**config.mk**
```make
export PLATFORM = sky130hd
export DESIGN_NAME = doubly_linked_list_engine_top
export DESIGN_NICKNAME = d
export VERILOG_FILES = /design/src/hdl/dll_pkg.sv /design/src/hdl/dll_node_mem.sv /design/src/hdl/doubly_linked_list_engine_top.sv
export SDC_FILE = /design/constraint.sdc
export NUM_CORES = 1
export LEC_CHECK = 0
export ABC_AREA = 1
export BUFFER_PORTS_ARGS = -buffer_cell sky130_fd_sc_hd__buf_2
export CAP_MARGIN = 20
export CELL_PAD_IN_SITES_DETAIL_PLACEMENT = 0
export CELL_PAD_IN_SITES_GLOBAL_PLACEMENT = 1
export CORE_ASPECT_RATIO = 0.75
export CORE_MARGIN = 1
export CORE_UTILIZATION = 48
export DETAILED_ROUTE_END_ITERATION = 8
export PLACE_DENSITY = 0.71
export SETUP_SLACK_MARGIN = 0.5
export SLEW_MARGIN = 20
export SYNTH_ARGS = -nofsm -noshare
export SYNTH_HDL_FRONTEND = slang
export SYNTH_SLANG_ARGS = --single-unit
```
**constraint.sdc**
```tcl
create_clock -name clk_i -period 13.77 [get_ports clk_i]
set_input_delay 0.6885 -clock clk_i [delete_from_list [all_inputs] [get_ports clk_i]]
set_output_delay 0.6885 -clock clk_i [all_outputs]
set_load 0.01 [all_outputs]
```
**src/hdl/dll_pkg.sv**
```systemverilog
// Package: types, constants and codes for the doubly linked list engine.
`timescale 1ns / 1ps
package dll_pkg;
  localparam int unsigned Depth       = 16;
  localparam int unsigned SearchLimit = 10;
  localparam int unsigned IdxW        = $clog2(Depth);
  localparam int unsigned LinkW       = $clog2(Depth + 1);
  localparam int unsigned CntW        = $clog2(Depth + 1);
  localparam int unsigned StepW       = $clog2(SearchLimit + 1);
  localparam logic [LinkW-1:0] NilLink = LinkW'(Depth);

  localparam logic [2:0] CmdPushFront = 3'd0;
  localparam logic [2:0] CmdPushBack  = 3'd1;
  localparam logic [2:0] CmdInsAfter  = 3'd2;
  localparam logic [2:0] CmdPopFront  = 3'd3;
  localparam logic [2:0] CmdPopBack   = 3'd4;
  localparam logic [2:0] CmdDelKey    = 3'd5;

  localparam logic [1:0] StOk       = 2'd0;
  localparam logic [1:0] StEmpty    = 2'd1;
  localparam logic [1:0] StNotFound = 2'd2;
  localparam logic [1:0] StFull     = 2'd3;

  localparam logic [1:0] PlHead   = 2'd0;
  localparam logic [1:0] PlTail   = 2'd1;
  localparam logic [1:0] PlMiddle = 2'd2;
  localparam logic [1:0] PlNone   = 2'd3;

  typedef struct packed {
    logic [2:0]         cmd;
    logic signed [31:0] key;
    logic signed [31:0] value;
  } in_beat_t;

  typedef struct packed {
    logic [1:0]         status;
    logic signed [31:0] removed_value;
    logic [1:0]         match_place;
    logic [4:0]         element_count;
  } out_beat_t;

  // one port of the node store: read address, optional write
  typedef struct packed {
    logic [IdxW-1:0]  raddr;
    logic             we;
    logic [IdxW-1:0]  waddr;
    logic [31:0]      wval;
    logic             wval_en;
    logic [LinkW-1:0] wnext;
    logic             wnext_en;
    logic [LinkW-1:0] wprev;
    logic             wprev_en;
  } mem_req_t;

  typedef struct packed {
    logic [31:0]      val;
    logic [LinkW-1:0] next;
    logic [LinkW-1:0] prev;
  } mem_rsp_t;
endpackage

```
**src/hdl/dll_node_mem.sv**
```systemverilog
// Node store: value, next and prev memories, one registered read a cycle.
`timescale 1ns / 1ps
module dll_node_mem (
  input  logic              clk_i,
  input  dll_pkg::mem_req_t req_i,
  output dll_pkg::mem_rsp_t rsp_o
);
  import dll_pkg::*;

  logic [31:0]      val_mem  [Depth];
  logic [LinkW-1:0] next_mem [Depth];
  logic [LinkW-1:0] prev_mem [Depth];

  always_ff @(posedge clk_i) begin
    if (req_i.we && req_i.wval_en) val_mem[req_i.waddr] <= req_i.wval;
    if (req_i.we && req_i.wnext_en) next_mem[req_i.waddr] <= req_i.wnext;
    if (req_i.we && req_i.wprev_en) prev_mem[req_i.waddr] <= req_i.wprev;
    rsp_o.val  <= val_mem[req_i.raddr];
    rsp_o.next <= next_mem[req_i.raddr];
    rsp_o.prev <= prev_mem[req_i.raddr];
  end
endmodule

```
**src/hdl/doubly_linked_list_engine_top.sv**
```systemverilog
// Top level: command sequencer for the doubly linked list engine.
//
//  channel | dir | handshake             | payload
//  in      | in  | in_valid_i/in_ready_o | in_data_i  (cmd, key, value)
//  out     | out | out_valid_o/out_ready_i | out_data_o (status, removed, place, count)
//
// One command at a time. Push writes the new node on accept, then links its neighbour
// (no neighbour in an empty list). Pop reads the end node (SRead, SCheck), then relinks.
// Key commands read each node visited in SRead and SCheck (up to SearchLimit), then relink
// in SUpd1, and SUpd2 where a next node remains; a miss reports straight after the walk.
// Reset clears head, tail, count and the slot map; node memories need none.
// Input is ready only in idle with the output register free or draining that cycle.
`timescale 1ns / 1ps
module doubly_linked_list_engine_top (
  input  logic               clk_i,
  input  logic               rst_ni,
  input  logic               in_valid_i,
  output logic               in_ready_o,
  input  dll_pkg::in_beat_t  in_data_i,
  output logic               out_valid_o,
  input  logic               out_ready_i,
  output dll_pkg::out_beat_t out_data_o
);
  import dll_pkg::*;

  localparam logic [2:0] SIdle  = 3'd0;
  localparam logic [2:0] SRead  = 3'd1; // address presented, wait for data
  localparam logic [2:0] SCheck = 3'd2; // node data available
  localparam logic [2:0] SUpd1  = 3'd3;
  localparam logic [2:0] SUpd2  = 3'd4;
  localparam logic [2:0] SDone  = 3'd5;

  logic [2:0]       state_q, state_d;
  in_beat_t         cmd_q, cmd_d;
  logic [Depth-1:0] used_q, used_d;
  logic [LinkW-1:0] head_q, head_d, tail_q, tail_d;
  logic [CntW-1:0]  count_q, count_d;
  logic [LinkW-1:0] cur_q, cur_d;     // node under examination
  logic [StepW-1:0] step_q, step_d;
  logic [LinkW-1:0] nx_q, nx_d, pv_q, pv_d;
  logic [IdxW-1:0]  slot_q, slot_d;
  logic [1:0]       place_q, place_d;
  logic [31:0]      rem_q, rem_d;
  logic             ovalid_q, ovalid_d;
  out_beat_t        odata_q, odata_d;

  mem_req_t req;
  mem_rsp_t rsp;

  dll_node_mem u_mem (.clk_i(clk_i), .req_i(req), .rsp_o(rsp));

  logic [IdxW-1:0] free_slot;
  always_comb begin
    free_slot = '0;
    for (int i = Depth - 1; i >= 0; i--) begin
      if (!used_q[i]) free_slot = IdxW'(i);
    end
  end

  logic empty, full, can_take;
  assign empty    = (head_q == NilLink);
  assign full     = (count_q == CntW'(Depth));
  assign can_take = !ovalid_q || out_ready_i;
  assign in_ready_o = (state_q == SIdle) && can_take;

  function automatic logic [1:0] place_of(logic [LinkW-1:0] p, logic [LinkW-1:0] h,
                                          logic [LinkW-1:0] t);
    logic [1:0] r;
    if (p == h) r = PlHead;
    else if (p == t) r = PlTail;
    else r = PlMiddle;
    return r;
  endfunction

  always_comb begin
    state_d = state_q; cmd_d = cmd_q; used_d = used_q; head_d = head_q; tail_d = tail_q;
    count_d = count_q; cur_d = cur_q; step_d = step_q; nx_d = nx_q; pv_d = pv_q;
    slot_d = slot_q; place_d = place_q; rem_d = rem_q;
    ovalid_d = ovalid_q && !out_ready_i; odata_d = odata_q;
    req = '0;
    req.raddr = cur_q[IdxW-1:0];

    case (state_q)
      SIdle: begin
        if (in_valid_i && in_ready_o) begin
          cmd_d   = in_data_i;
          place_d = PlNone;
          rem_d   = '0;
          slot_d  = free_slot;
          step_d  = '0;
          case (in_data_i.cmd)
            CmdPushFront, CmdPushBack: begin
              if (full) begin
                odata_d = '{StFull, 32'sd0, PlNone, 5'(count_q)};
                ovalid_d = 1'b1;
              end else begin
                // write the new node now, link its neighbour next cycle
                req.we = 1'b1; req.waddr = free_slot; req.wval = in_data_i.value;
                req.wval_en = 1'b1; req.wnext_en = 1'b1; req.wprev_en = 1'b1;
                req.wnext = NilLink; req.wprev = NilLink;
                used_d[free_slot] = 1'b1;
                count_d = count_q + 1'b1;
                if (empty) begin
                  head_d = LinkW'(free_slot); tail_d = LinkW'(free_slot);
                  state_d = SDone;
                end else if (in_data_i.cmd == CmdPushFront) begin
                  req.wnext = head_q;
                  head_d = LinkW'(free_slot);
                  cur_d = head_q;
                  state_d = SUpd1;
                end else begin
                  req.wprev = tail_q;
                  tail_d = LinkW'(free_slot);
                  cur_d = tail_q;
                  state_d = SUpd1;
                end
              end
            end
            CmdInsAfter, CmdPopFront, CmdPopBack, CmdDelKey: begin
              if (empty) begin
                odata_d = '{StEmpty, 32'sd0, PlNone, 5'(count_q)};
                ovalid_d = 1'b1;
              end else if (in_data_i.cmd == CmdInsAfter && full) begin
                odata_d = '{StFull, 32'sd0, PlNone, 5'(count_q)};
                ovalid_d = 1'b1;
              end else begin
                cur_d = (in_data_i.cmd == CmdPopBack) ? tail_q : head_q;
                state_d = SRead;
              end
            end
            default: begin
              odata_d = '{StOk, 32'sd0, PlNone, 5'(count_q)};
              ovalid_d = 1'b1;
            end
          endcase
        end
      end
      SRead: begin
        state_d = SCheck;
      end
      SCheck: begin
        nx_d = rsp.next; pv_d = rsp.prev; rem_d = rsp.val;
        if (cmd_q.cmd == CmdPopFront || cmd_q.cmd == CmdPopBack ||
            rsp.val == cmd_q.key) begin
          if (cmd_q.cmd == CmdInsAfter) begin
            place_d = place_of(cur_q, head_q, tail_q);
            rem_d = '0;
            // new node sits between cur and its next
            req.we = 1'b1; req.waddr = slot_q; req.wval = cmd_q.value;
            req.wval_en = 1'b1; req.wnext_en = 1'b1; req.wprev_en = 1'b1;
            req.wnext = rsp.next; req.wprev = cur_q;
            used_d[slot_q] = 1'b1;
            count_d = count_q + 1'b1;
            state_d = SUpd1;
          end else begin
            if (cmd_q.cmd == CmdDelKey) place_d = place_of(cur_q, head_q, tail_q);
            used_d[cur_q[IdxW-1:0]] = 1'b0;
            count_d = count_q - 1'b1;
            state_d = SUpd1;
          end
        end else if (rsp.next == NilLink || step_q == StepW'(SearchLimit - 1)) begin
          odata_d = '{StNotFound, 32'sd0, PlNone, 5'(count_q)};
          ovalid_d = 1'b1;
          state_d = SIdle;
        end else begin
          step_d = step_q + 1'b1;
          cur_d = rsp.next;
          state_d = SRead;
        end
      end
      SUpd1: begin
        state_d = SDone;
        case (cmd_q.cmd)
          CmdPushFront: begin
            req.we = 1'b1; req.waddr = cur_q[IdxW-1:0];
            req.wprev_en = 1'b1; req.wprev = LinkW'(slot_q);
          end
          CmdPushBack: begin
            req.we = 1'b1; req.waddr = cur_q[IdxW-1:0];
            req.wnext_en = 1'b1; req.wnext = LinkW'(slot_q);
          end
          CmdInsAfter: begin
            req.we = 1'b1; req.waddr = cur_q[IdxW-1:0];
            req.wnext_en = 1'b1; req.wnext = LinkW'(slot_q);
            if (nx_q == NilLink) tail_d = LinkW'(slot_q);
            else state_d = SUpd2;
          end
          default: begin
            // unlink: fix prev's next, then next's prev
            if (pv_q == NilLink) head_d = nx_q;
            else begin
              req.we = 1'b1; req.waddr = pv_q[IdxW-1:0];
              req.wnext_en = 1'b1; req.wnext = nx_q;
            end
            if (nx_q == NilLink) tail_d = pv_q;
            else state_d = SUpd2;
          end
        endcase
      end
      SUpd2: begin
        req.we = 1'b1; req.waddr = nx_q[IdxW-1:0]; req.wprev_en = 1'b1;
        req.wprev = (cmd_q.cmd == CmdInsAfter) ? LinkW'(slot_q) : pv_q;
        state_d = SDone;
      end
      SDone: begin
        if (can_take) begin
          odata_d = '{StOk, rem_q, place_q, 5'(count_q)};
          ovalid_d = 1'b1;
          state_d = SIdle;
        end
      end
      default: state_d = SIdle;
    endcase
  end

  always_ff @(posedge clk_i or negedge rst_ni) begin
    if (!rst_ni) begin
      state_q <= SIdle; used_q <= '0; head_q <= NilLink; tail_q <= NilLink;
      count_q <= '0; ovalid_q <= 1'b0;
    end else begin
      state_q <= state_d; used_q <= used_d; head_q <= head_d; tail_q <= tail_d;
      count_q <= count_d; ovalid_q <= ovalid_d;
    end
  end

  always_ff @(posedge clk_i) begin
    cmd_q <= cmd_d; cur_q <= cur_d; step_q <= step_d; nx_q <= nx_d; pv_q <= pv_d;
    slot_q <= slot_d; place_q <= place_d; rem_q <= rem_d; odata_q <= odata_d;
  end

  assign out_valid_o = ovalid_q;
  assign out_data_o  = odata_q;

`ifndef SYNTHESIS
  a_count_used: assert property (@(posedge clk_i) disable iff (!rst_ni)
    $countones(used_q) == int'(count_q)) else $error("slot map and count disagree");
  a_empty_tail: assert property (@(posedge clk_i) disable iff (!rst_ni)
    (head_q == NilLink) == (tail_q == NilLink)) else $error("head and tail nil mismatch");
  // count drops in the cycle before head moves, so check only between commands
  a_empty_count: assert property (@(posedge clk_i) disable iff (!rst_ni)
    (state_q == SIdle) |-> ((head_q == NilLink) == (count_q == '0)))
    else $error("empty list with nonzero count");
  a_out_hold: assert property (@(posedge clk_i) disable iff (!rst_ni)
    out_valid_o && !out_ready_i |=> out_valid_o && $stable(out_data_o))
    else $error("result beat dropped");
`endif
endmodule

```
; ---- Word level (Yosys, flattened, before mapping)
; Memory sizes are Yosys's and may differ from the RTL's. A register that Yosys moved wholly into a read port is not among the register bits.
; Index checks and enable logic that the tools add are counted.
[totals]
reg_bits = 200
mem_bits_rw = 672
in_bits = 71
output_inout_bits = 43
elab_cells = 251
memories = 3
[op_classes]
addsub = 3
n_lt_le_gt_ge = 6
n_eq_ne = 46
n_mux = 132
bitwise = 4
reduce_logical = 37
[mem_list]
columns = memory, depth, word_bits, read_ports, rd_ports_with_merged_regs, wr, line
row1 = u_mem.val_mem, 16, 32, 1, 1, 1, dll_node_mem.sv:10  ; logic [31:0] val_mem [Depth];
row2 = u_mem.next_mem, 16, 5, 1, 1, 1, dll_node_mem.sv:11  ; logic [LinkW-1:0] next_mem [Depth];
row3 = u_mem.prev_mem, 16, 5, 1, 1, 1, dll_node_mem.sv:12  ; logic [LinkW-1:0] prev_mem [Depth];
[ops]
columns = cell, n
row1 = 2-to-1 mux 41 bit, 7
row2 = 2-to-1 mux 50 bit, 5
row3 = 2-to-1 mux 5 bit, 36
row4 = case mux 41 bit (3 select lines), 1
row5 = 2-to-1 mux 32 bit, 3
row6 = case mux 41 bit (2 select lines), 1
row7 = 2-to-1 mux 16 bit, 5
row8 = 2-to-1 mux 4 bit, 19
row9 = case mux 33 bit (2 select lines), 1
row10 = case mux 32 bit (2 select lines), 1
row11 = case mux 5 bit (2 select lines), 6
row12 = == test 32 bit, 1
row13 = bitwise OR 16 bit, 2
row14 = case mux 16 bit (2 select lines), 1
row15 = "== test 5 bit, second input constant", 5
row16 = case mux 6 bit (4 select lines), 1
row17 = "inequality test 3 bit, second input constant", 7
row18 = AND reduction 7 bit, 3
row19 = "inequality test 2 bit, second input constant", 10
row20 = case mux 5 bit (4 select lines), 1
row21 = 2-to-1 mux 1 bit, 19
row22 = "== test 3 x 2 -> 1 bit, second input constant", 6
row23 = "== test 3 bit, second input constant", 6
row24 = 2-to-1 mux 3 bit, 6
row25 = other kinds (39), 75

; ---- Logic depth before layout (Yosys ltp)
; Gate-level depths: netlist (run 1).
[depth]
ltp_word = 25
mapped_depth = 21
depth_no_buf = 21

; ---- Modules after synthesis
; A second synthesis (run 1) with hierarchy kept.
[unflattened]
cells_unflattened = 3882
area_unflattened_um2 = 39751.9
[modules_own_cells]
columns = mod, instances, cells_each, area_each_um2, seq_area_each_um2
row1 = dll_node_mem, 1, 2830, 29687.2, 21020.2
row2 = doubly_linked_list_engine_top, 1, 1052, 10064.7, 5833.1

; ---- Worst setup path before layout (run 1)
; No wires, ideal clock.
[synth_timing]
kind = register to register
start = reg cmd_q[64] (netlist bit)
end = reg odata_q (netlist bit out_data_o[0]) (enable)
setup_time_ps = 660
arrival_time_ps = 7729
t_required_ps = 13110
setup_slack_ps = 5381
stages_incl_launch_ff = 9
n_path_buf = 1
period_less_slack_ps = 8389
cell_sequence = edfxtp_1 -> a21oi_4 -> inv_1 -> o21ai_0 -> nand2_1 -> nand2_1 -> inv_1 -> clkbuf_1 -> a2111oi_0
[synth_between]
elab_chain_len = 5
elab_cells_between_ends = 6
cone_classes = eq/ne: 3 / reduce/logical: 3
[synth_rtl]
columns = item, line
row1 = from (decl), doubly_linked_list_engine_top.sv:34  ; in_beat_t cmd_q, cmd_d;
row2 = from (signal assigned), doubly_linked_list_engine_top.sv:227  ; cmd_q <= cmd_d; cur_q <= cur_d; step_q <= step_d; nx_q <= nx_d; pv_q <= pv_d;
row3 = == test 3 x 2 -> 1 bit / == test 3 bit (equally long branches), doubly_linked_list_engine_top.sv:143  ; if (cmd_q.cmd == CmdPopFront || cmd_q.cmd == CmdPopBack ||
row4 = logical OR 1 bit (*) (2 in series), doubly_linked_list_engine_top.sv:143
row5 = inequality test 2 bit (no line) (*), --
row6 = AND reduction 7 bit (no line) (*), --
row7 = to (signal assigned), doubly_linked_list_engine_top.sv:228  ; slot_q <= slot_d; place_q <= place_d; rem_q <= rem_d; odata_q <= odata_d;
row8 = to (decl), doubly_linked_list_engine_top.sv:45  ; out_beat_t odata_q, odata_d;
; Every way passes the cells marked *; elsewhere a longest branch is shown, timed or not.
; A chain may end at the register's enable or synchronous reset.

; ---- Worst setup path after layout (run 1)
[layout_timing]
start = reg cmd_q[64] (netlist bit)
end = mem u_mem.val_mem[0][13] (enable)
[layout_between]
elab_chain_len = 8
elab_cells_between_ends = 16
cone_classes = eq/ne: 4 / mux: 7 / reduce/logical: 5
[layout_rtl]
columns = item, line
row1 = == test 3 x 2 -> 1 bit / == test 3 bit (equally long branches), doubly_linked_list_engine_top.sv:143
row2 = logical OR 1 bit (2 in series), doubly_linked_list_engine_top.sv:143
row3 = 2-to-1 mux 50 bit, doubly_linked_list_engine_top.sv:143
row4 = case mux 5 bit (4 select lines) / case mux 33 bit (2 select lines) (equally long branches), doubly_linked_list_engine_top.sv:83  ; case (state_q)
row5 = logical AND 1 bit, dll_node_mem.sv:15  ; if (req_i.we && req_i.wval_en) val_mem[req_i.waddr] <= req_i.wval;
row6 = 2-to-1 mux 1 bit, dll_node_mem.sv:15
row7 = 2-to-1 mux 1 bit (implied by the code), dll_node_mem.sv:15
row8 = to (decl), dll_node_mem.sv:10
; Several ways; a longest one is shown, not always the timed one.

==> results of run 1 <==
## flip-flops by register name (all words and copies together) (netlist names), 16 cells and up
name	flops
u_mem.val_mem	512
u_mem.next_mem	80
u_mem.prev_mem	80
cmd_q	67
u_mem.rsp_o	42
out_data_o	41
rem_q	32
used_q	16
## per-layer routing
metal / global-route usage / vias up
met5: 0 / -
met4: 0.0524 / 0
met3: 0.0616 / 114
met2: 0.338 / 1055
met1: 0.380 / 10700
li1: - / 9694
## kinds of logic after synthesis
family / count (synthesis)
flip-flops: 914
AO/OA/AOI/OAI: 719
AND/OR/NAND/NOR: 467
buffers and inverters: 321
XOR/XNOR: 34
adder cells (fa/ha/maj): 6
## cell usage after synthesis (29+ instances only)
library cell  number
inv_1            173
o21ai_0           58
nand2_1          119
edfxtp_1         837
dfrtp_1           33
a21oi_1          222
clkbuf_1         101
nor2_1           168
or4_1             43
dfxtp_1           42
nand3_1           70
a22oi_1          341
xor2_1            29
a22o_1            32
## cell type report
cell class              instances  area (µm²)  area share
well taps                     957        1200      0.0299
clock buffers                 107        2300      0.0575
inverters                     192         729      0.0182
repair buffers                161         943      0.0235
clock inverters                56         520      0.0130
flip-flops and latches        914       26900       0.670
multi-input cells            1226        7560       0.188
## how the worst min path moves through the flow
stage | slack [ns] | cells after the start | to | startpoint
2_1_floorplan | 0.39 | 0 | count_q[0] | rst_ni
3_3_place_gp | 0.39 | 0 | pv_q[2] | u_mem.rsp_o[2]
3_5_place_dp | 0.40 | 0 | pv_q[2] | u_mem.rsp_o[2]
4_1_cts | 0.17 | 1 | used_q[2] | rst_ni
5_1_grt | 0.19 | 1 | cmd_q[36] | in_data_i[36]
6_report | 0.18 | 1 | used_q[2] | rst_ni
## power groups by stage
stage          combinational, mW  clock, mW  sequential, mW
5_1_grt                     2.25       2.54            3.64
4_1_cts                     2.05       2.42            3.61
3_3_place_gp                2.02          0            3.65
2_1_floorplan               1.25          0            3.64
3_5_place_dp                2.04          0            3.66
6_report                    2.07       2.38            3.61
## layout by cell type (no fill, tap or decap), types with 14 or more instances in the layout
master     netlist  final
nand4_1         19     19
nor2_4           0     19
edfxtp_1       837    837
o211ai_1        14     14
clkinv_2         0     19
a21oi_1        222    221
o21ai_0         58     58
clkinv_1         5     23
dfxtp_1         42     42
clkbuf_1       101     17
nor3_1          18     17
xor2_1          29     29
buf_2           19    113
a22o_1          32     32
buf_4            0     47
a22oi_1        341    341
dfrtp_1         33     33
or4_1           43     43
nor2_1         168    149
nand3_1         70     70
nand2_1        119    118
clkbuf_16        0     90
inv_1          173    171
## through the flow
step / setup WS (ns) / util
detailed placement: 8.71 / 0.514
finish: 9.37 / 0.554
CTS: 8.67 / 0.553
floorplan: 5.38 / -
global route: 9.15 / 0.554
global placement: 9.05 / 0.514
==> summary.txt, run 1 <==
Run status
  – Status: finished clean

Synth
  – Post-synthesis sequential area ratio: 0.757
  – Synth Area in XOR/XNOR: 0.00839
  – Area contributors post-synth: edfxtp_1 (71%), a22oi_1 (7.2%), a21oi_1 (3.1%)
  – Cell taking the most area after synthesis: edfxtp_1
  – Post-synth ARST share: 0.0383
  – Area share of and/or/nand/nor cells after synthesis: 0.0630
  – Synth cell types: 50
  – Top-area cell type share of the netlist area: 0.708
  – Compound-gate portion of the synthesized area: 0.135
  – Post-synthesis mux area share: 0
  – Syn_area_per_cell: 14.4 µm²
  – Post-synth EDFFs: 837
  – Main synth FF type: edfxtp_1
  – Warnings, synthesis: 0
  – Post-Syn Instances: 2461
  – Yosys reg bits: 914
  – Main combinational cell family by area after synthesis: compound AO/OA/AOI/OAI gates
  – Area share of fa/ha/maj cells after synthesis: 0.00212
  – Syn Nets: 2538
  – Cell Area, Synth: 35500 µm²

Placement
  – Post-DP Area: 37200 µm²
  – Detailed Place HPWL: 53200 µm
  – Port bufs: 113
  – Placed Cells: 3449
  – Final Wtd Congestion: 0.893

Setup path
  – R2R Path Start: cmd_q[64]
  – CP cell instances: a21oi_4, inv_1, o21ai_0, nand2_1, nand2_1, inv_1, nand2_1, nand3_2, inv_2, nand4_1, nor2_4, buf_4
  – Worst Setup End Kind: flop
  – End of the critical path: u_mem.val_mem[0][13]
  – Worst-path fanout max: 32
  – CP max stage delay: 0.55 ns
  – R2R depth: 12
  – Setup CP Type: reg2reg
  – Slowest cell on crit path: nand2_1
  – CP delay by family, top: simple AND/OR/NAND/NOR gates
  – CP most frequent cell: nand2_1
  – FF-to-FF End: u_mem.val_mem[0][13]
  – Worst Path Arrival: 4.67 ns
  – Reg2Reg Setup Slack: 9.37 ns
  – Buf+Inv Stages, Crit Path: 4
  – Crit path launch: cmd_q[64]
  – CP required: 14.03 ns
  – WP depth: 12
  – CP Launch Type: flop

Clocking
  – Skew-Pair Late Insertion Delay: 0.65 ns
  – Clk sinks: 914
  – Root Driver: clkbuf_16
  – Post-cts resize count: 0
  – TritonCTS clock tree: done
  – CTS Hold Bufs: 0
  – Bufs on Longest Clock Path: 3
  – Number of buffers created by CTS: 88
  – # Post-CTS Setup Buffers: 0
  – Worst-path clk slew: 0.07 ns
  – H-tree Lvls: 3

Layout
  – Cell Count, Final, Fillers Out: 3613
  – Fin area: 40100 µm²
  – Area Growth Syn to Fin: 13.1%
  – Layout cells sized above 1: 0.135
  – Antenna cells: 0
  – Final net count: 2660
  – Fillers: 5737

Drt
  – WL/cell: 25.1 µm
  – Top sig layer: met4
  – Antenna viol nets, final: 0
  – Final WL: 90600 µm
  – Vias per inst: 5.96
  – DRC: 0
  – Metal2 WL: 38400 µm
  – WL met1: 41500 µm
  – Vias: 21.5k
  – Pre-Repair DR Iteration Count: 8
  – DR iter-0 viols: 2409
  – Met3 routed WL: 9240 µm

Timing
  – Slew Limit Fails: 0
  – Final Hold Viols: 0
  – FMAX: 227 MHz
  – Least-Margin Pin Slew: 1.18 ns
  – Tightest hold margin: 0.179 ns
  – Final setup vio count: 0
  – Part of the cycle the worst path needs: 0.320
  – RSZ-0062 raised after global routing: no
  – Skew final: 0.0272 ns
  – Setup total negative slack: 0 ns
  – Fin crit period: 4.40 ns
  – Rel. slew slack: 0.213

Global routing
  – Largest net degree at the start of global routing: 86
  – Initial antenna violation count: 3
  – First-pass GRT wire length: 134000 µm
  – GRT Total Usage: 0.242
  – Vias in the first global route: 20.7k
  – Remaining global-route overflow: 0

Min path
  – Min-delay worst type: in2async

Floorplanning
  – DIE HEIGHT: 237 µm
  – # rows: 85
  – DIE WIDTH: 316 µm
  – Initial Util: 0.490
  – Core area: 72400 µm²
  – I/O pin cnt: 114
  – DIE AREA: 75000 µm²

Power and ir drop
  – Comb power frac: 0.257
  – Seq pwr share: 0.448
  – P_sw: 2.70 mW
  – Worst vdd rail ir drop: 0.000107 V
  – Clk network pwr share: 0.296
  – PD cells: 201 nW/µm²
  – Tot Pwr: 8.06 mW
  – Internal Power: 5.36 mW
  – Switch share: 0.335
  – Cell leakage power: 13.9 nW

Job
  – # Max-Cap Violations: 0
(Power assumes the default switching activity.)
==> run 2, diff against run 1 <==
Settings changed: ABC_AREA 1 to 0, PLACE_DENSITY 0.71 to 0.68.
Clock period 13.77 ns to 4.5 ns, I/O delays scaled along.
==> run 2 against run 1 <==
Compared with the run above: via count is 14% lower; maximum frequency is 20% higher; combinational power grew to 3.0 times the previous value; first-iteration DRC count is 10% lower; non-clock buffer count is 73 higher; sequential power grew to 3.0 times the previous value; clock skew is 0.00090 ns lower; power grew to 3.0 times the previous value; critical path type unchanged; largest power group unchanged.
==> summary.txt, run 2 <==
Synth
  – Warnings, synthesis: 0 (unchanged)
  – Syn Nets: 1934 (-24%)
  – Cell taking the most area after synthesis: edfxtp_1
  – Post-synth ARST share: 0.0383 (unchanged)
  – Post-synthesis sequential area ratio: 0.749 (-0.00821)
  – Post-Syn Instances: 1857 (-25%)
  – Top-area cell type share of the netlist area: 0.701 (-0.00769)
  – Post-synth EDFFs: 837 (unchanged)
  – Cell Area, Synth: 35900 µm² (+1.1%)
  – Top-count cell post-synth: edfxtp_1
  – Syn_area_per_cell: 19.3 µm² (+34%)
  – Synth cell types: 73 (+46%)
  – Synth cell count leaders: edfxtp_1 (837), mux4_2 (210), nand2_1 (100)
  – Area contributors post-synth: edfxtp_1 (70%), mux4_2 (13%), dfxtp_1 (2.3%)
  – Main synth FF type: edfxtp_1
  – Yosys reg bits: 914 (unchanged)

Min path
  – Worst Hold End: state_q[1]
  – Hold depth: 4
  – Min-delay worst type: in2reg
  – Hold Crit Start: in_valid_i

Global routing
  – Largest net degree at the start of global routing: 176 (+100%)
  – Vias in the first global route: 18.5k (-11%)
  – First-pass GRT wire length: 124000 µm (-7.4%)
  – Initial antenna violation count: 10 (+7)
  – Remaining global-route overflow: 0 (unchanged)
  – GRT Total Usage: 0.222 (-0.0204)

Timing
  – Setup ws final: 0.842 ns (-8.52 ns)
  – Part of the cycle the worst path needs: 0.813 (+0.493)
  – FMAX: 273 MHz (+20%)
  – Least-Margin Pin Slew: 0.988 ns (-0.192 ns)
  – Fin crit period: 3.66 ns (-0.746 ns)
  – Setup total negative slack: 0 ns (unchanged)
  – Final Hold Viols: 0 (unchanged)
  – Skew final: 0.0263 ns (-0.000900 ns)
  – Rel. slew slack: 0.341 (+0.128)
  – Final setup vio count: 0 (unchanged)
  – Slew Limit Fails: 0 (unchanged)
  – RSZ-0062 raised after global routing: no

Layout
  – Most frequent cells in the layout: edfxtp_1 (837), mux4_2 (210), buf_2 (113)
  – Largest registers: u_mem.val_mem: 512 flops, u_mem.next_mem: 80 flops, u_mem.prev_mem: 80 flops
  – Final net count: 2167 (-19%)
  – Area Growth Syn to Fin: 15.6%
  – Most common cell after layout, fill and taps aside: edfxtp_1
  – Most flops, register: u_mem.val_mem
  – Antenna cells: 0 (unchanged)
  – Fillers: 5520 (-3.8%)
  – Largest register FFs: 512 (unchanged)
  – Cell Count, Final, Fillers Out: 3131 (-13%)
  – Layout Utilization: 0.563 (+0.00882)
  – Layout cells sized above 1: 0.248 (+0.113)

Drt
  – Final WL: 82600 µm (-8.8%)
  – Vias: 18.5k (-14%)
  – Antenna viol nets, final: 0 (unchanged)
  – WL/cell: 26.4 µm (+5.3%)
  – Vias per inst: 5.91 (-0.98%)
  – Pre-Repair DR Iteration Count: 5 (-3)
  – DRC: 0 (unchanged)
  – DR iter-0 viols: 2165 (-10%)

Clocking
  – # Post-CTS Setup Buffers: 0 (unchanged)
  – Root Driver: clkbuf_16
  – Post-cts resize count: 0 (unchanged)
  – Skew-Pair Late Insertion Delay: 0.66 ns (about the same)
  – Bufs on Longest Clock Path: 3 (unchanged)
  – Clk sinks: 914 (unchanged)
  – TritonCTS clock tree: done
  – Number of buffers created by CTS: 87 (-1.1%)
  – Worst-path clk slew: 0.06 ns (about the same)
  – H-tree Lvls: 3 (unchanged)
  – CTS Hold Bufs: 69 (+69)

Setup path
  – R2R depth: 8 (-4)
  – Worst Path Arrival: 3.98 ns (-0.69 ns)
  – Setup CP Type: reg2reg
  – FF-to-FF End: u_mem.val_mem[1][24]
  – Worst Setup End Kind: flop
  – Worst-path fanout max: 36 (+13%)
  – CP required: 4.83 ns (-9.20 ns)
  – R2R Path Start: state_q[2]
  – Reg2Reg Setup Slack: 0.84 ns (-8.52 ns)
  – CP Launch Type: flop

Floorplanning
  – Core area: 73700 µm² (+1.8%)
  – # rows: 86 (+1.2%)
  – Initial Util: 0.487 (-0.00324)
  – I/O pin cnt: 114 (unchanged)
  – DIE HEIGHT: 239 µm (+0.54%)
  – DIE AREA: 75800 µm² (+1.1%)
  – DIE WIDTH: 318 µm (+0.54%)

Job
  – # Max-Cap Violations: 0 (unchanged)

Placement
  – Detailed Place HPWL: 49800 µm (-6.4%)
  – Port bufs: 113 (unchanged)
  – Pre-CTS setup slack: 0.880 ns (-7.83 ns)
  – Placed Cells: 2899 (-16%)
  – Final Wtd Congestion: 0.917 (+2.7%)

Run status
  – Status: finished clean

Power and ir drop
  – Cell leakage power: 13.7 nW (-2.0%)
  – Worst vdd rail ir drop: 0.000466 V (+340%)
  – PD cells: 588 nW/µm² (+190%)
[run 2: cell types whose count changed after synthesis, sizes merged, moves of 26 or more]
cell / previous run / this run
a22oi: 341 / 1
mux4: 0 / 210
a21oi: 229 / 45
inv: 187 / 18
nor2: 174 / 65
and2: 0 / 72
nand3: 71 / 22
clkbuf: 101 / 53
or4: 43 / 3
nand2: 126 / 100
[run 2: stage by stage]
step                total power [mW]  area [µm²]  hold slack, ns
finish                          24.4       41500           0.205
detailed placement              17.5       38000           0.399
floorplan                       15.2       35900         -0.0706
CTS                             24.6       41400           0.170
global placement                17.4       38000           0.401
global route                    25.4       41500           0.237
[run 2: how the worst max path moves through the flow]
stage,start,to,slack [ns]
floorplan,used_q[14],u_mem.val_mem[8][0],0.47
global placement,cmd_q[54],u_mem.val_mem[13][22],0.95
detailed placement,cmd_q[54],u_mem.val_mem[15][20],0.88
CTS,cmd_q[54],u_mem.val_mem[14][26],0.87
global route,state_q[2],u_mem.val_mem[11][12],0.64
finish,state_q[2],u_mem.val_mem[1][24],0.84
[run 2: critical path, cell delays in order (launching register included)]
cell     delay, ns
dfrtp_1       0.50
nor3_2        0.32
nand3_1       0.35
nor2_4        0.31
buf_4         0.49
a221o_1       0.32
nand2_1       0.44
nor2_4        0.27
buf_12        0.29
[run 2: final cells by class]
type                            instances  area [µm²]  area share
Clock inverter                         49         413     0.00996
Multi-Input combinational cell        835        8720       0.210
Timing Repair Buffer                  234        1880      0.0453
Tap cell                              968        1210      0.0292
Sequential cell                       914       26900       0.648
Clock buffer                          113        2330      0.0561
Inverter                               18        68.8     0.00166
[run 2: cell families after synthesis]
family                   count (synthesis)  synth area share
flip-flops                             914             0.749
AND/OR/NAND/NOR                        350            0.0499
multiplexers                           222             0.135
AO/OA/AOI/OAI                          207            0.0395
buffers and inverters                  108            0.0124
XOR/XNOR                                50            0.0122
adder cells (fa/ha/maj)                  6           0.00209
[run 2: power breakdown]
part | internal [mW] | leakage (nW) | switching, mW
Sequential | 10.4 | 8.43 | 0.583
Combinational | 2.72 | 3.89 | 3.58
Clock | 3.96 | 1.34 | 3.12
[run 2: layer usage]
layer | track usage | up-vias | part of all wire
li1 | - | 8013 | -
met1 | 0.350 | 9641 | 0.47
met2 | 0.320 | 736 | 0.44
met3 | 0.0451 | 100 | 0.077
met4 | 0.0472 | 0 | 0.017
met5 | 0 | - | 0
==> run 3, diff against run 2 <==
Clock period 4.5 ns to 3.45 ns, I/O delays scaled along.
==> run 3 against run 2 <==
Compared with the run above: power rose by 38%; maximum frequency rose by 15%; combinational power rose by 43%; final area rose by 6.6%; sequential power rose by 30%; critical path type unchanged.
==> summary.txt, run 3 (same netlist as run 2, synthesis figures left out) <==
Setup path
  – Worst-path fanout max: 14 (-61%)
  – CP Launch Type: flop
  – Crit path launch: cmd_q[42]
  – Worst Path Arrival: 3.51 ns (-0.47 ns)
  – CP required: 3.79 ns (-1.04 ns)
  – Setup CP Type: reg2reg
  – R2R Path Start: cmd_q[42]
  – Worst Setup End Kind: flop

Drt
  – Pre-Repair DR Iteration Count: 5 (unchanged)
  – Final WL: 91400 µm (+11%)
  – WL/cell: 27.9 µm (+5.7%)
  – DR iter-0 viols: 2190 (+1.2%)
  – Antenna viol nets, final: 0 (unchanged)
  – Vias: 19.5k (+5.5%)
  – DRC: 0 (unchanged)
  – Vias per inst: 5.95 (+0.82%)

Global routing
  – Largest net degree at the start of global routing: 92 (-48%)
  – Initial antenna violation count: 7 (-3)
  – GRT Total Usage: 0.233 (+0.0111)
  – Vias in the first global route: 18.9k (+2.2%)
  – First-pass GRT wire length: 129000 µm (+4.2%)
  – Remaining global-route overflow: 0 (unchanged)

Floorplanning
  – DIE HEIGHT: 239 µm (unchanged)
  – I/O pin cnt: 114 (unchanged)
  – Core area: 73700 µm² (unchanged)
  – DIE WIDTH: 318 µm (unchanged)
  – Initial Util: 0.487 (unchanged)
  – DIE AREA: 75800 µm² (unchanged)
  – # rows: 86 (unchanged)

Timing
  – Rel. slew slack: 0.357 (+0.0159)
  – Setup ws final: 0.282 ns (-0.559 ns)
  – Final Hold Viols: 0 (unchanged)
  – Final setup vio count: 0 (unchanged)
  – Tightest hold margin: 0.121 ns (-0.0842 ns)
  – Setup total negative slack: 0 ns (unchanged)
  – Fin crit period: 3.17 ns (-0.491 ns)
  – Slew Limit Fails: 0 (unchanged)
  – FMAX: 316 MHz (+15%)
  – Skew final: 0.0265 ns (+0.000199 ns)
  – RSZ-0062 raised after global routing: yes
  – Least-Margin Pin Slew: 0.964 ns (-0.0239 ns)
  – Part of the cycle the worst path needs: 0.918 (+0.105)

Power and ir drop
  – Cell leakage power: 14.9 nW (+8.9%)
  – PD cells: 760 nW/µm² (+29%)
  – Worst vdd rail ir drop: 0.000545 V (+17%)

Placement
  – Post-DP Area: 38700 µm² (+1.8%)
  – Placed Cells: 2959 (+2.1%)
  – Final Wtd Congestion: 0.911 (-0.61%)
  – Port bufs: 113 (unchanged)
  – Pre-CTS setup slack: 0.200 ns (-0.680 ns)
  – Detailed Place HPWL: 51700 µm (+3.9%)

Job
  – # Max-Cap Violations: 0 (unchanged)

Layout
  – Largest registers: u_mem.val_mem: 512 flops, u_mem.next_mem: 80 flops, u_mem.prev_mem: 80 flops
  – Final net count: 2315 (+6.8%)
  – Area of the multi-input gates: 9120 µm² (+4.7%)
  – Most common cell after layout, fill and taps aside: edfxtp_1
  – Layout cells sized above 1: 0.330 (+0.0819)
  – Cell Count, Final, Fillers Out: 3277 (+4.7%)
  – Area occupied by registers: 26900 µm² (about the same)
  – Most frequent cells in the layout: edfxtp_1 (837), mux4_2 (210), buf_4 (114)
  – Fillers: 5177 (-6.2%)
  – Fin area: 44200 µm² (+6.6%)
  – Most flops, register: u_mem.val_mem
  – Area Growth Syn to Fin: 23.2%
  – Largest register FFs: 512 (unchanged)

Clocking
  – Number of buffers created by CTS: 88 (+1.1%)
  – Worst-path clk slew: 0.06 ns (about the same)
  – H-tree Lvls: 3 (unchanged)
  – TritonCTS clock tree: done
  – Clk sinks: 914 (unchanged)
  – Skew-Pair Late Insertion Delay: 0.65 ns (about the same)
  – Bufs on Longest Clock Path: 3 (unchanged)
  – Root Driver: clkbuf_16

Run status
  – Status: finished clean

Min path
  – Hold Crit Start: in_valid_i
  – Min-delay worst type: in2reg
## run 3: cell count changes in the layout (fill, tap and decap cells not counted), moves of 11 or more
cell	change
buf_4	+80
buf_12	+23
a22o_1	-20
a22o_2	+20
clkbuf_16	+19
buf_6	+14
bufinv_16	+12
nand2_1	-11
## run 3: per-stage QoR
step / util / power [mW]
6_report: 0.599 / 33.6
5_1_grt: 0.599 / 34.9
4_1_cts: 0.586 / 33.5
3_5_place_dp: 0.525 / 23.1
3_3_place_gp: 0.525 / 23.0
2_1_floorplan: - / 19.9
## run 3: critical path: stages (launching register included)
cell and delay (ns):
edfxtp_1 0.37, xor2_1 0.16, nor4_1 0.29, nand4_1 0.24
nor4_4 0.40, buf_12 0.19, buf_4 0.15, nand2_1 0.12
a211oi_2 0.40, and2_4 0.25, buf_12 0.11, buf_12 0.16
## run 3: metal layers
metal	global-route usage	routed length, µm	vias up
met3	0.0485	8450	109
met4	0.0434	1620	0
met1	0.371	41500	10100
li1	-	-	8318
met5	0	0	-
met2	0.333	39800	954
## run 3: layout make-up
class / instances / area share
Antenna cell: 1 / 0.0000566
Clock buffer: 109 / 0.0535
Clock inverter: 51 / 0.0160
Inverter: 18 / 0.00164
Multi-Input combinational cell: 835 / 0.206
Sequential cell: 914 / 0.608
Tap cell: 968 / 0.0274
Timing Repair Buffer: 381 / 0.0870
## run 3: timing repair
item / in CTS / in global routing
pin swaps: 13 / 17
endpoints found under the setup margin: 910 / 1158
endpoints found under the hold margin: 101 / 0
buffers inserted: 27 / 31
hold buffers: 69 / 0
cloned: 12 / 18
gates resized for setup: 43 / 87
## run 3: final timing paths
check,cells past startpoint,end,slack (ns)
worst max-delay path,11,u_mem.val_mem[14][31],0.28
worst min-delay path,4,state_q[1],0.12
worst max register to register,11,u_mem.val_mem[14][31],0.28
worst min register to register,0,pv_q[1],0.40
max in group asynchronous,2,state_q[1],2.60
min in group asynchronous,2,head_q[1],0.21
## run 3: power breakdown
group          total (mW)  switching [mW]  internal [mW]
clock network        10.3            4.11           6.16
registers            14.3           0.771           13.6
logic                8.99            5.03           3.96
